**src/bdpc_pkg.sv**
```systemverilog
// ----------------------------------------------------------------------------
// bdpc_pkg: shared types and constants for the button press classifier
// Event codes, one-hot press status, result struct and register indexes.
// ----------------------------------------------------------------------------
package bdpc_pkg;

  localparam int CFG_IDX_W  = 2;
  localparam int CFG_DATA_W = 16;
  localparam int THR_W      = 16;

  localparam logic [CFG_IDX_W-1:0] CFG_ENABLED    = 2'd0;
  localparam logic [CFG_IDX_W-1:0] CFG_TICK_UNIT  = 2'd1;
  localparam logic [CFG_IDX_W-1:0] CFG_SHORT_MIN  = 2'd2;
  localparam logic [CFG_IDX_W-1:0] CFG_LONG_TIME  = 2'd3;

  localparam logic [THR_W-1:0] TICK_UNIT_RST = 16'd10;
  localparam logic [THR_W-1:0] SHORT_MIN_RST = 16'd50;
  localparam logic [THR_W-1:0] LONG_TIME_RST = 16'd1000;

  typedef enum logic [1:0] {
    EV_PRESSED       = 2'd0,
    EV_LONG_PRESSED  = 2'd1,
    EV_RELEASED      = 2'd2,
    EV_LONG_RELEASED = 2'd3
  } event_t;

  // press status, one-hot
  typedef enum logic [2:0] {
    PS_PRESSED      = 3'b001,
    PS_LONG_PRESSED = 3'b010,
    PS_RELEASED     = 3'b100
  } press_t;

  typedef struct packed {
    logic   fire;
    event_t code;
  } evt_res_t;

endpackage

```
**src/button_debounce_press_classifier_core.sv**
```systemverilog
// ----------------------------------------------------------------------------
// button_debounce_press_classifier_core: debounced short/long press events
// An accepted tick word is staged in s1; a fired event is registered in out.
// Throughput: one tick word per cycle while the event output drains; an event
// word held by out_stall blocks the staged tick, so the input stalls as well.
// Reset (rst_n low, synchronous): pipeline empty, button released, hold time
// zero, registers at their defaults (disabled, unit 10, short 50, long 1000).
// ----------------------------------------------------------------------------
module button_debounce_press_classifier_core
  import bdpc_pkg::*;
#(
  parameter int DEBOUNCE_TICKS = 3,
  parameter int HOLD_WIDTH     = 16
) (
  input  logic                  clk,
  input  logic                  rst_n,
  // tick input
  input  logic                  in_valid,
  output logic                  in_stall,
  input  logic                  in_raw_level,
  // event output
  output logic                  out_valid,
  input  logic                  out_stall,
  output logic [1:0]            out_event_code,
  // register writes
  input  logic                  cfg_we,
  input  logic [CFG_IDX_W-1:0]  cfg_index,
  input  logic [CFG_DATA_W-1:0] cfg_wdata
);

  // mismatch counter must hold DEBOUNCE_TICKS itself for the compare
  localparam int CNT_W = (DEBOUNCE_TICKS < 2) ? 1 : $clog2(DEBOUNCE_TICKS + 1);

  // configuration
  logic             enabled_r;
  logic [THR_W-1:0] tick_unit_r;
  logic [THR_W-1:0] short_min_r;
  logic [THR_W-1:0] long_time_r;

  // tick state
  logic                  deb_r,   deb_nxt;
  logic [CNT_W-1:0]      cnt_r,   cnt_nxt;
  logic [HOLD_WIDTH-1:0] hold_r,  hold_nxt;
  press_t                press_r, press_nxt;
  evt_res_t              res;

  // pipeline
  logic   s1_valid_r;
  logic   s1_raw_r;
  logic   out_valid_r;
  event_t out_code_r;

  logic in_acc;
  logic out_free;
  logic proc;
  logic load_out;

  // out register frees up when empty or drained this edge
  assign out_free = !out_valid_r || !out_stall;
  // the staged tick is evaluated only when its event has somewhere to go
  assign proc     = s1_valid_r && out_free;
  assign in_stall = s1_valid_r && !out_free;
  assign in_acc   = in_valid && !in_stall;
  // a disabled block drops the tick with no state change
  assign load_out = proc && enabled_r && res.fire;

  assign out_valid      = out_valid_r;
  assign out_event_code = out_code_r;

  always_ff @(posedge clk) begin
    if (!rst_n) begin
      enabled_r   <= 1'b0;
      tick_unit_r <= TICK_UNIT_RST;
      short_min_r <= SHORT_MIN_RST;
      long_time_r <= LONG_TIME_RST;
    end else if (cfg_we) begin
      unique case (cfg_index)
        CFG_ENABLED:   enabled_r   <= cfg_wdata[0];
        CFG_TICK_UNIT: tick_unit_r <= cfg_wdata[THR_W-1:0];
        CFG_SHORT_MIN: short_min_r <= cfg_wdata[THR_W-1:0];
        CFG_LONG_TIME: long_time_r <= cfg_wdata[THR_W-1:0];
        default: ;
      endcase
    end
  end

  bdpc_eval #(
    .DEBOUNCE_TICKS (DEBOUNCE_TICKS),
    .HOLD_WIDTH     (HOLD_WIDTH),
    .CNT_W          (CNT_W)
  ) u_eval (
    .raw_level (s1_raw_r),
    .deb       (deb_r),
    .cnt       (cnt_r),
    .hold      (hold_r),
    .press     (press_r),
    .tick_unit (tick_unit_r),
    .short_min (short_min_r),
    .long_time (long_time_r),
    .deb_nxt   (deb_nxt),
    .cnt_nxt   (cnt_nxt),
    .hold_nxt  (hold_nxt),
    .press_nxt (press_nxt),
    .res       (res)
  );

  always_ff @(posedge clk) begin
    if (!rst_n) begin
      deb_r   <= 1'b0;
      cnt_r   <= '0;
      hold_r  <= '0;
      press_r <= PS_RELEASED;
    end else if (proc && enabled_r) begin
      deb_r   <= deb_nxt;
      cnt_r   <= cnt_nxt;
      hold_r  <= hold_nxt;
      press_r <= press_nxt;
    end
  end

  // control of the two pipeline registers
  always_ff @(posedge clk) begin
    if (!rst_n) begin
      s1_valid_r  <= 1'b0;
      out_valid_r <= 1'b0;
    end else begin
      if (in_acc) begin
        s1_valid_r <= 1'b1;
      end else if (proc) begin
        s1_valid_r <= 1'b0;
      end
      if (load_out) begin
        out_valid_r <= 1'b1;
      end else if (out_valid_r && !out_stall) begin
        out_valid_r <= 1'b0;
      end
    end
  end

  // payload, no reset
  always_ff @(posedge clk) begin
    if (in_acc) begin
      s1_raw_r <= in_raw_level;
    end
    if (load_out) begin
      out_code_r <= res.code;
    end
  end

  // with the button released the hold time is always cleared
  a_hold_clear: assert property (@(posedge clk) disable iff (!rst_n)
    !deb_r |-> hold_r == '0)
    else $error("hold time nonzero while released");

  a_cnt_range: assert property (@(posedge clk) disable iff (!rst_n)
    cnt_r < CNT_W'(DEBOUNCE_TICKS))
    else $error("debounce counter out of range");

  a_long_rel: assert property (@(posedge clk) disable iff (!rst_n)
    (load_out && res.code == EV_LONG_RELEASED) |-> press_r == PS_LONG_PRESSED)
    else $error("long release without long press");

  a_rel_state: assert property (@(posedge clk) disable iff (!rst_n)
    (load_out && (res.code == EV_RELEASED || res.code == EV_LONG_RELEASED))
      |=> (press_r == PS_RELEASED && !deb_r))
    else $error("release event did not clear press state");

  a_stall_full: assert property (@(posedge clk) disable iff (!rst_n)
    in_stall |-> (s1_valid_r && out_valid_r))
    else $error("input stalled with room in pipeline");

endmodule

```
**src/bdpc_eval.sv**
```systemverilog
// ----------------------------------------------------------------------------
// bdpc_eval: next-state and event logic for one polling tick
// Debounce counter, saturating hold time and threshold classification.
// ----------------------------------------------------------------------------
module bdpc_eval
  import bdpc_pkg::*;
#(
  parameter int DEBOUNCE_TICKS = 3,
  parameter int HOLD_WIDTH     = 16,
  parameter int CNT_W          = 2
) (
  input  logic                  raw_level,
  input  logic                  deb,
  input  logic [CNT_W-1:0]      cnt,
  input  logic [HOLD_WIDTH-1:0] hold,
  input  press_t                press,
  input  logic [THR_W-1:0]      tick_unit,
  input  logic [THR_W-1:0]      short_min,
  input  logic [THR_W-1:0]      long_time,
  output logic                  deb_nxt,
  output logic [CNT_W-1:0]      cnt_nxt,
  output logic [HOLD_WIDTH-1:0] hold_nxt,
  output press_t                press_nxt,
  output evt_res_t              res
);

  localparam int CMP_W = (HOLD_WIDTH > THR_W) ? HOLD_WIDTH : THR_W;
  localparam int SUM_W = CMP_W + 1;
  localparam logic [SUM_W-1:0] HOLD_MAX =
    {{(SUM_W-HOLD_WIDTH){1'b0}}, {HOLD_WIDTH{1'b1}}};

  logic [CNT_W-1:0]      cnt_inc;
  logic [SUM_W-1:0]      sum;
  logic [HOLD_WIDTH-1:0] hold_sat;
  logic                  long_hit;
  logic                  short_hit;
  logic                  rel_hit;

  assign cnt_inc = cnt + CNT_W'(1);

  always_comb begin
    if (raw_level != deb) begin
      if (cnt_inc >= CNT_W'(DEBOUNCE_TICKS)) begin
        deb_nxt = raw_level;
        cnt_nxt = '0;
      end else begin
        deb_nxt = deb;
        cnt_nxt = cnt_inc;
      end
    end else begin
      deb_nxt = deb;
      cnt_nxt = '0;
    end
  end

  assign sum       = SUM_W'(hold) + SUM_W'(tick_unit);
  assign hold_sat  = (sum > HOLD_MAX) ? {HOLD_WIDTH{1'b1}} : sum[HOLD_WIDTH-1:0];
  assign long_hit  = CMP_W'(hold_sat) >= CMP_W'(long_time);
  assign short_hit = CMP_W'(hold_sat) >= CMP_W'(short_min);
  // release compares the hold time from before this tick
  assign rel_hit   = CMP_W'(hold) >= CMP_W'(short_min);

  always_comb begin
    press_nxt = press;
    res.fire  = 1'b0;
    res.code  = EV_PRESSED;
    if (deb_nxt) begin
      hold_nxt = hold_sat;
      if (long_hit) begin
        if (press != PS_LONG_PRESSED) begin
          press_nxt = PS_LONG_PRESSED;
          res.fire  = 1'b1;
          res.code  = EV_LONG_PRESSED;
        end
      end else if (short_hit) begin
        if (press != PS_PRESSED) begin
          press_nxt = PS_PRESSED;
          res.fire  = 1'b1;
          res.code  = EV_PRESSED;
        end
      end
    end else begin
      hold_nxt  = '0;
      press_nxt = PS_RELEASED;
      res.fire  = rel_hit;
      res.code  = (press == PS_LONG_PRESSED) ? EV_LONG_RELEASED : EV_RELEASED;
    end
  end

endmodule
```
**config.mk**
```make
export PLATFORM = sky130hd
export DESIGN_NAME = button_debounce_press_classifier_core
export DESIGN_NICKNAME = d
export VERILOG_FILES = /design/src/bdpc_pkg.sv /design/src/button_debounce_press_classifier_core.sv /design/src/bdpc_eval.sv
export SDC_FILE = /design/constraint.sdc
export NUM_CORES = 1
export LEC_CHECK = 0
export ABC_AREA = 1
export CORE_AREA = 8 8 109 111
export DETAILED_ROUTE_END_ITERATION = 10
export DIE_AREA = 0 0 117 119
export DONT_BUFFER_PORTS = 1
export GPL_ROUTABILITY_DRIVEN = 0
export PLACE_DENSITY = 0.65
export SLEW_MARGIN = 20
export SYNTH_ARGS = -nofsm -noshare
export SYNTH_HDL_FRONTEND = slang
export SYNTH_SLANG_ARGS = --single-unit
export TNS_END_PERCENT = 50
```
**constraint.sdc**
```tcl
create_clock -name clk -period 4.1 [get_ports clk]
set_input_delay 0.82 -clock clk [delete_from_list [all_inputs] [get_ports clk]]
set_output_delay 0.82 -clock clk [all_outputs]
set_load 0.05 [all_outputs]
```
* After elaboration in Yosys (flattened, before gate mapping)
Cells that the tools add are included.
** Storage, ports and cells
- Register bits after elaboration :: 76
- Input port bits :: 24
- Logic and storage cells :: 69
** Cells by class
- Add/sub/neg operators :: 2
- $lt $le $gt $ge :: 5
- Equality and inequality tests :: 10
- Muxes and demuxes :: 21
- Reductions and logical operators :: 19
** Operators by type and width (number)
- 16-bit greater-or-equal comparator :: 3
- 16-bit two-way mux :: 2
- 3-bit two-way mux :: 10
- 16-bit by 16-bit adder with 17-bit output :: 1
- 17-bit by 16-bit greater-than comparator with 1-bit output, second input constant :: 1
- 3-bit by 1-bit != test with 1-bit output, second input constant :: 3
- 2-bit AND reduction :: 4
- 1-bit two-way mux :: 7
- 1-bit logical AND :: 6
- 2-bit == test, second input constant :: 2
- 1-bit zero test :: 4
- 2-bit two-way mux :: 2
- 4-bit AND reduction :: 1
- 2-bit nonzero test :: 2
- 3-bit by 2-bit == test with 1-bit output, second input constant :: 1
- 3-bit by 2-bit != test with 1-bit output, second input constant :: 1
- 3-bit != test, second input constant :: 1
- 2-bit by 1-bit adder with 2-bit output, second input constant :: 1
- 2-bit by 1-bit == test with 1-bit output, second input constant :: 1
- 2-bit greater-or-equal comparator, second input constant :: 1
- 2-bit zero test :: 1
- 1-bit logical OR :: 1
- 1-bit != test :: 1

* Longest topological paths before layout
- Depth in word-level cells :: 9
- Gate-level depth with buffers :: 29
- Depth with buffers taken out :: 28

* Hierarchy
From an unflattened synthesis, not the netlist that was laid out.
** Unflattened totals
- Cell total of the unflattened synthesis :: 871
- Area total of the unflattened synthesis :: 5545.3 um2
** By module, submodules not included
- button_debounce_press_classifier_core :: times used 1, cells each 454, area an instance 3086.7 um2, sequential area each 1551.5 um2
- bdpc_eval :: times used 1, cells each 417, area an instance 2458.6 um2, sequential area each 0.0 um2

* Least setup slack after synthesis
No wires, ideal clock.
- Path kind :: register to register
- Start :: register hold_r[0]
- End :: register out_code_r[0], in the netlist out_event_code[0] (enable)
- Library setup time :: 0.294 ns
- Data arrival time :: 2.737 ns
- Data required time :: 3.806 ns
- Path slack :: 1.069 ns
- Cell stages (with the launch flop) :: 26
- Path buffers :: 1
- Period minus slack after synthesis :: 3.031 ns
- Cell sequence :: dfxtp_1 > ha_1 > inv_1 > fa_1 > inv_1 > nand3_1 > nand2_2 > nand2_1 > nand3b_2 > nand3b_2 > nand2_2 > inv_4 > buf_12 > nand2_4 > ha_1 > nand2_1 > inv_1 > nand2_1 > a21oi_1 > nor2_1 > nand3_1 > inv_1 > nand3_1 > nand2_1 > nand2_1 > inv_1
** On the way
- Cells in the longest elaborated chain, start to end :: 8
- Elaborated cells on any way between the ends :: 10
** Ends and longest elaborated chain
- start, declared :: RTL line button_debounce_press_classifier_core.sv:43 : logic [HOLD_WIDTH-1:0] hold_r, hold_nxt;
- start signal, assigned :: RTL line button_debounce_press_classifier_core.sv:116 : hold_r <= hold_nxt;
- 16-bit by 16-bit adder with 17-bit output :: RTL line bdpc_eval.sv:56 : assign sum = SUM_W'(hold) + SUM_W'(tick_unit);
- 17-bit by 16-bit greater-than comparator with 1-bit output :: RTL line bdpc_eval.sv:57 : assign hold_sat = (sum > HOLD_MAX) ? {HOLD_WIDTH{1'b1}} : sum[HOLD_WIDTH-1:0];
- 16-bit two-way mux :: RTL line bdpc_eval.sv:57
- 16-bit greater-or-equal comparator :: RTL line bdpc_eval.sv:59 : assign short_hit = CMP_W'(hold_sat) >= CMP_W'(short_min);
- 3-bit two-way mux :: RTL line bdpc_eval.sv:75 : end else if (short_hit) begin
- 3-bit two-way mux :: RTL line bdpc_eval.sv:69 : if (long_hit) begin
- 3-bit two-way mux (*) :: RTL line bdpc_eval.sv:67 : if (deb_nxt) begin
- 1-bit logical AND (*) :: RTL line button_debounce_press_classifier_core.sv:65 : assign load_out = proc && enabled_r && res.fire;
- via load_out :: RTL line button_debounce_press_classifier_core.sv:56 : logic load_out;
- end signal, assigned :: RTL line button_debounce_press_classifier_core.sv:146 : out_code_r <= res.code;
- end, declared :: RTL line button_debounce_press_classifier_core.sv:51 : event_t out_code_r;
Mark *: on every way through the listed nets, which the timed path passes. The rest lies on a longest branch.
A chain may end at the register's enable or synchronous reset.

* Worst setup path after layout
- Start :: register hold_r[0]
- End :: register out_code_r[1], in the netlist out_event_code[1] (enable)
The elaborated chain is that of the path after synthesis.

==> run summary <==
Outcome: finished clean
Top post-synthesis cells by area: dfxtp_1 29%, ha_1 16%, nand2_1 9.7%, a21oi_1 7.6%, inv_1 6.4%
Die area: 13900 sq um
Final Max Slew Viols: 0
Final WS setup: 0.522 ns
HP Class: register to register
Hold buffers post-CTS: 0
Vias per cell: 5.43
Hold path endpoint: long_time_r[13]
Combinational Power Share: 0.129
Post-DP HPWL: 10000 microns
Power Total: 1630 uW
Final WL: 13000 microns
Pleak: 0.00252 uW
Post-DRT Antenna Nets: 0
Clock Skews: 0.0109 ns
Seq/Total Area, Yosys: 0.313
Pin count of the biggest net entering global routing: 47
Crit path buffers/inverters: 4
Worst path max stage delay: 0.39 ns
RSZ-0062 raised after global routing: false
Dominant cell type by area after synthesis: dfxtp_1
CTS tree: yes
Worst hold start: long_time_r[13]
Global-route congestion overflow total: 0
Post-CTS Resized: 0
Die X: 117 microns
Commonest cells post-synth: 128 x nand2_1, 84 x inv_1, 75 x a21oi_1
Post-synth EDFFs: 3
Total track usage: 0.195
Crit path max-delay family: simple AND/OR/NAND/NOR gates
Initial core utilization: 0.492
CP Launch Type: register
Crit path cell chain: ha_1 > inv_1 > fa_1 > inv_1 > nand3_1 > nand2_2 > nand2_1 > nand3b_2 > nand3b_2 > nand2_2 > inv_4 > nand3_1 > ha_1 > nand4_1 > nor3_1 > nand3_1 > nand3_1 > nand3_1 > nand2_1 > nand2_1 > inv_1
Tcrit/Tclk final: 0.873
Max_cap viols: 0
Max-slew headroom: 0.429
Share of layout cells above drive strength 1: 0.0909
Via count of the first global-routing pass: 4387
CTS Buf Count: 9
Metal3 WL: 793 microns
Rows: 37
Post-layout net count: 766
FF-to-FF path depth: 21
Postcts setup bufs: 0
Clock latency at the later pin of the worst-skew pair: 0.35 ns
Top-area cell type share of the netlist area: 0.294
Type of the worst setup path: register to register
Vias: 4445
Diodes inserted: 0
Worst EP required: 4.18 ns
CP max-delay cell: ha_1
Critical path's most frequent cell: nand3_1
Pint: 1200 uW
Synth Area per Inst: 7.30 sq um
Final-report hold violation count: 0
Uppermost layer routed: met4
Sw Share: 0.265
IR drop worst, VDD: 0.208 mV
Hold path depth: 2
Top FF cell, synth: dfxtp_1
Power share of the sequential group: 0.480
CP Capture Type: register
Number of DRC markers in iteration 0: 265
TNS Setup: 0 ns
Port Buffer Count: 0
Worst-path clk slew: 0.09 ns
Unique cell type count in the Yosys netlist: 38
Post-Syn Nets: 769
Worst Path Arrival: 3.65 ns
Worst flop-to-flop path startpoint: hold_r[0]
CP Max Fanout: 15
Core Region: 10100 sq um
DRC Markers: 0
Worst R2R Setup Slack: 0.52 ns
Final Hold Slack: 0.466 ns
Yosys warns: 0
Setup-failing EPs final: 0
CTS root buf: clkbuf_8
Final cell area excluding filler cells: 5290 sq um
Boundary Pins: 28
Pre-CTS WS: 0.567 ns
Initial antenna violation count: 0
Async set or reset register ratio after synthesis: 0
# clock sinks: 76
FMAX: 280 MHz
Die Y: 119 microns
Placed inst area: 5070 sq um
WL/cell: 15.9 microns
Post-Synthesis Cells: 680
Switching power: 430 uW
WL met1: 5740 microns
Measured slew at the worst slew-check pin: 0.853 ns
Top-count cell post-synth: nand2_1
Pwr/cell area: 307 nW/um^2
Mapped Area: 4960 sq um
Final min period: 3.58 ns
First-pass GRT wire length: 21500 microns
Area grow syn2layout: 6.58%
Synth Register Bits: 76
Max clock buf depth: 2
H-tree Lvls: 3
TritonRoute pass-1 iters: 5
R2r endpoint: out_event_code[1]
Routed met2 length: 6270 microns
Clock power frac: 0.391
-- power by group through the flow --
| stage | logic [uW] | registers [uW] | clock network [uW] |
|---|---|---|---|
| floorplan | 165 | 794 | 0 |
| global placement | 199 | 797 | 0 |
| CTS | 209 | 780 | 644 |
| detailed placement | 207 | 797 | 0 |
| global route | 241 | 783 | 678 |
| finish | 210 | 780 | 635 |
-- how the worst max path moves through the flow --
stage / endpoint / cells after the start / from
5_1_grt: press_r[1] / 23 / hold_r[0]
3_3_place_gp: out_event_code[0] / 21 / tick_unit_r[0]
4_1_cts: out_event_code[1] / 21 / hold_r[0]
2_1_floorplan: out_event_code[0] / 25 / hold_r[0]
6_report: out_event_code[1] / 21 / hold_r[0]
3_5_place_dp: out_event_code[1] / 21 / hold_r[0]
-- per-stage QoR --
| step | util | cells |
|---|---|---|
| 6_report | 0.524 | 818 |
| 5_1_grt | 0.524 | 818 |
| 4_1_cts | 0.524 | 818 |
| 3_5_place_dp | 0.502 | 802 |
| 3_3_place_gp | 0.502 | 802 |
| 2_1_floorplan | - | 680 |
-- flip-flops by register name, summed over array words and instances, names as in the netlist, 2 cells and up --
name and flops:
hold_r 16, cnt_r 2, tick_unit_r 16, short_min_r 16, out_event_code 2, long_time_r 16
press_r 3
-- worst min-delay path, cell delays in order, from the launching register on --
cell and delay [ns]:
dfxtp_1 0.31, inv_1 0.06, a21oi_1 0.06
-- metal layers --
layer / track usage / vias to the layer above
li1: - / 2237
met1: 0.234 / 2062
met2: 0.333 / 126
met3: 0.0536 / 20
met4: 0.0480 / 0
met5: 0 / -
-- cell usage in the layout (no fill, tap or decap), drive strengths merged, types with 5 or more instances in the layout --
cell type    n
nand4        6
a21oi       87
nor3        12
nand2      150
dfxtp       73
clkbuf      13
nor2        65
ha          64
o21ai       57
nand3       30
xnor2        5
inv         87
-- kinds of logic (layout without fill, tap and decap cells) --
group	after synthesis	count (layout)	share of synthesized area
buffers and inverters	105	107	0.0849
and+or+nand+nor	267	267	0.245
adders and majority gates	65	65	0.165
DFF	76	76	0.313
xor gates and xnor gates	8	8	0.0141
AOI/OAI and AO/OA	159	159	0.178
-- final cells by class --
| class | instances | area, sq um |
|---|---|---|
| multi-input cells | 499 | 2990 |
| clock buffers | 13 | 180 |
| well taps | 136 | 170 |
| clock inverters | 3 | 42.5 |
| repair buffers | 3 | 22.5 |
| inverters | 88 | 333 |
| fillers | 1010 | 4800 |
| flip-flops and latches | 76 | 1550 |
No activity file was read; power rests on OpenSTA's default activity.
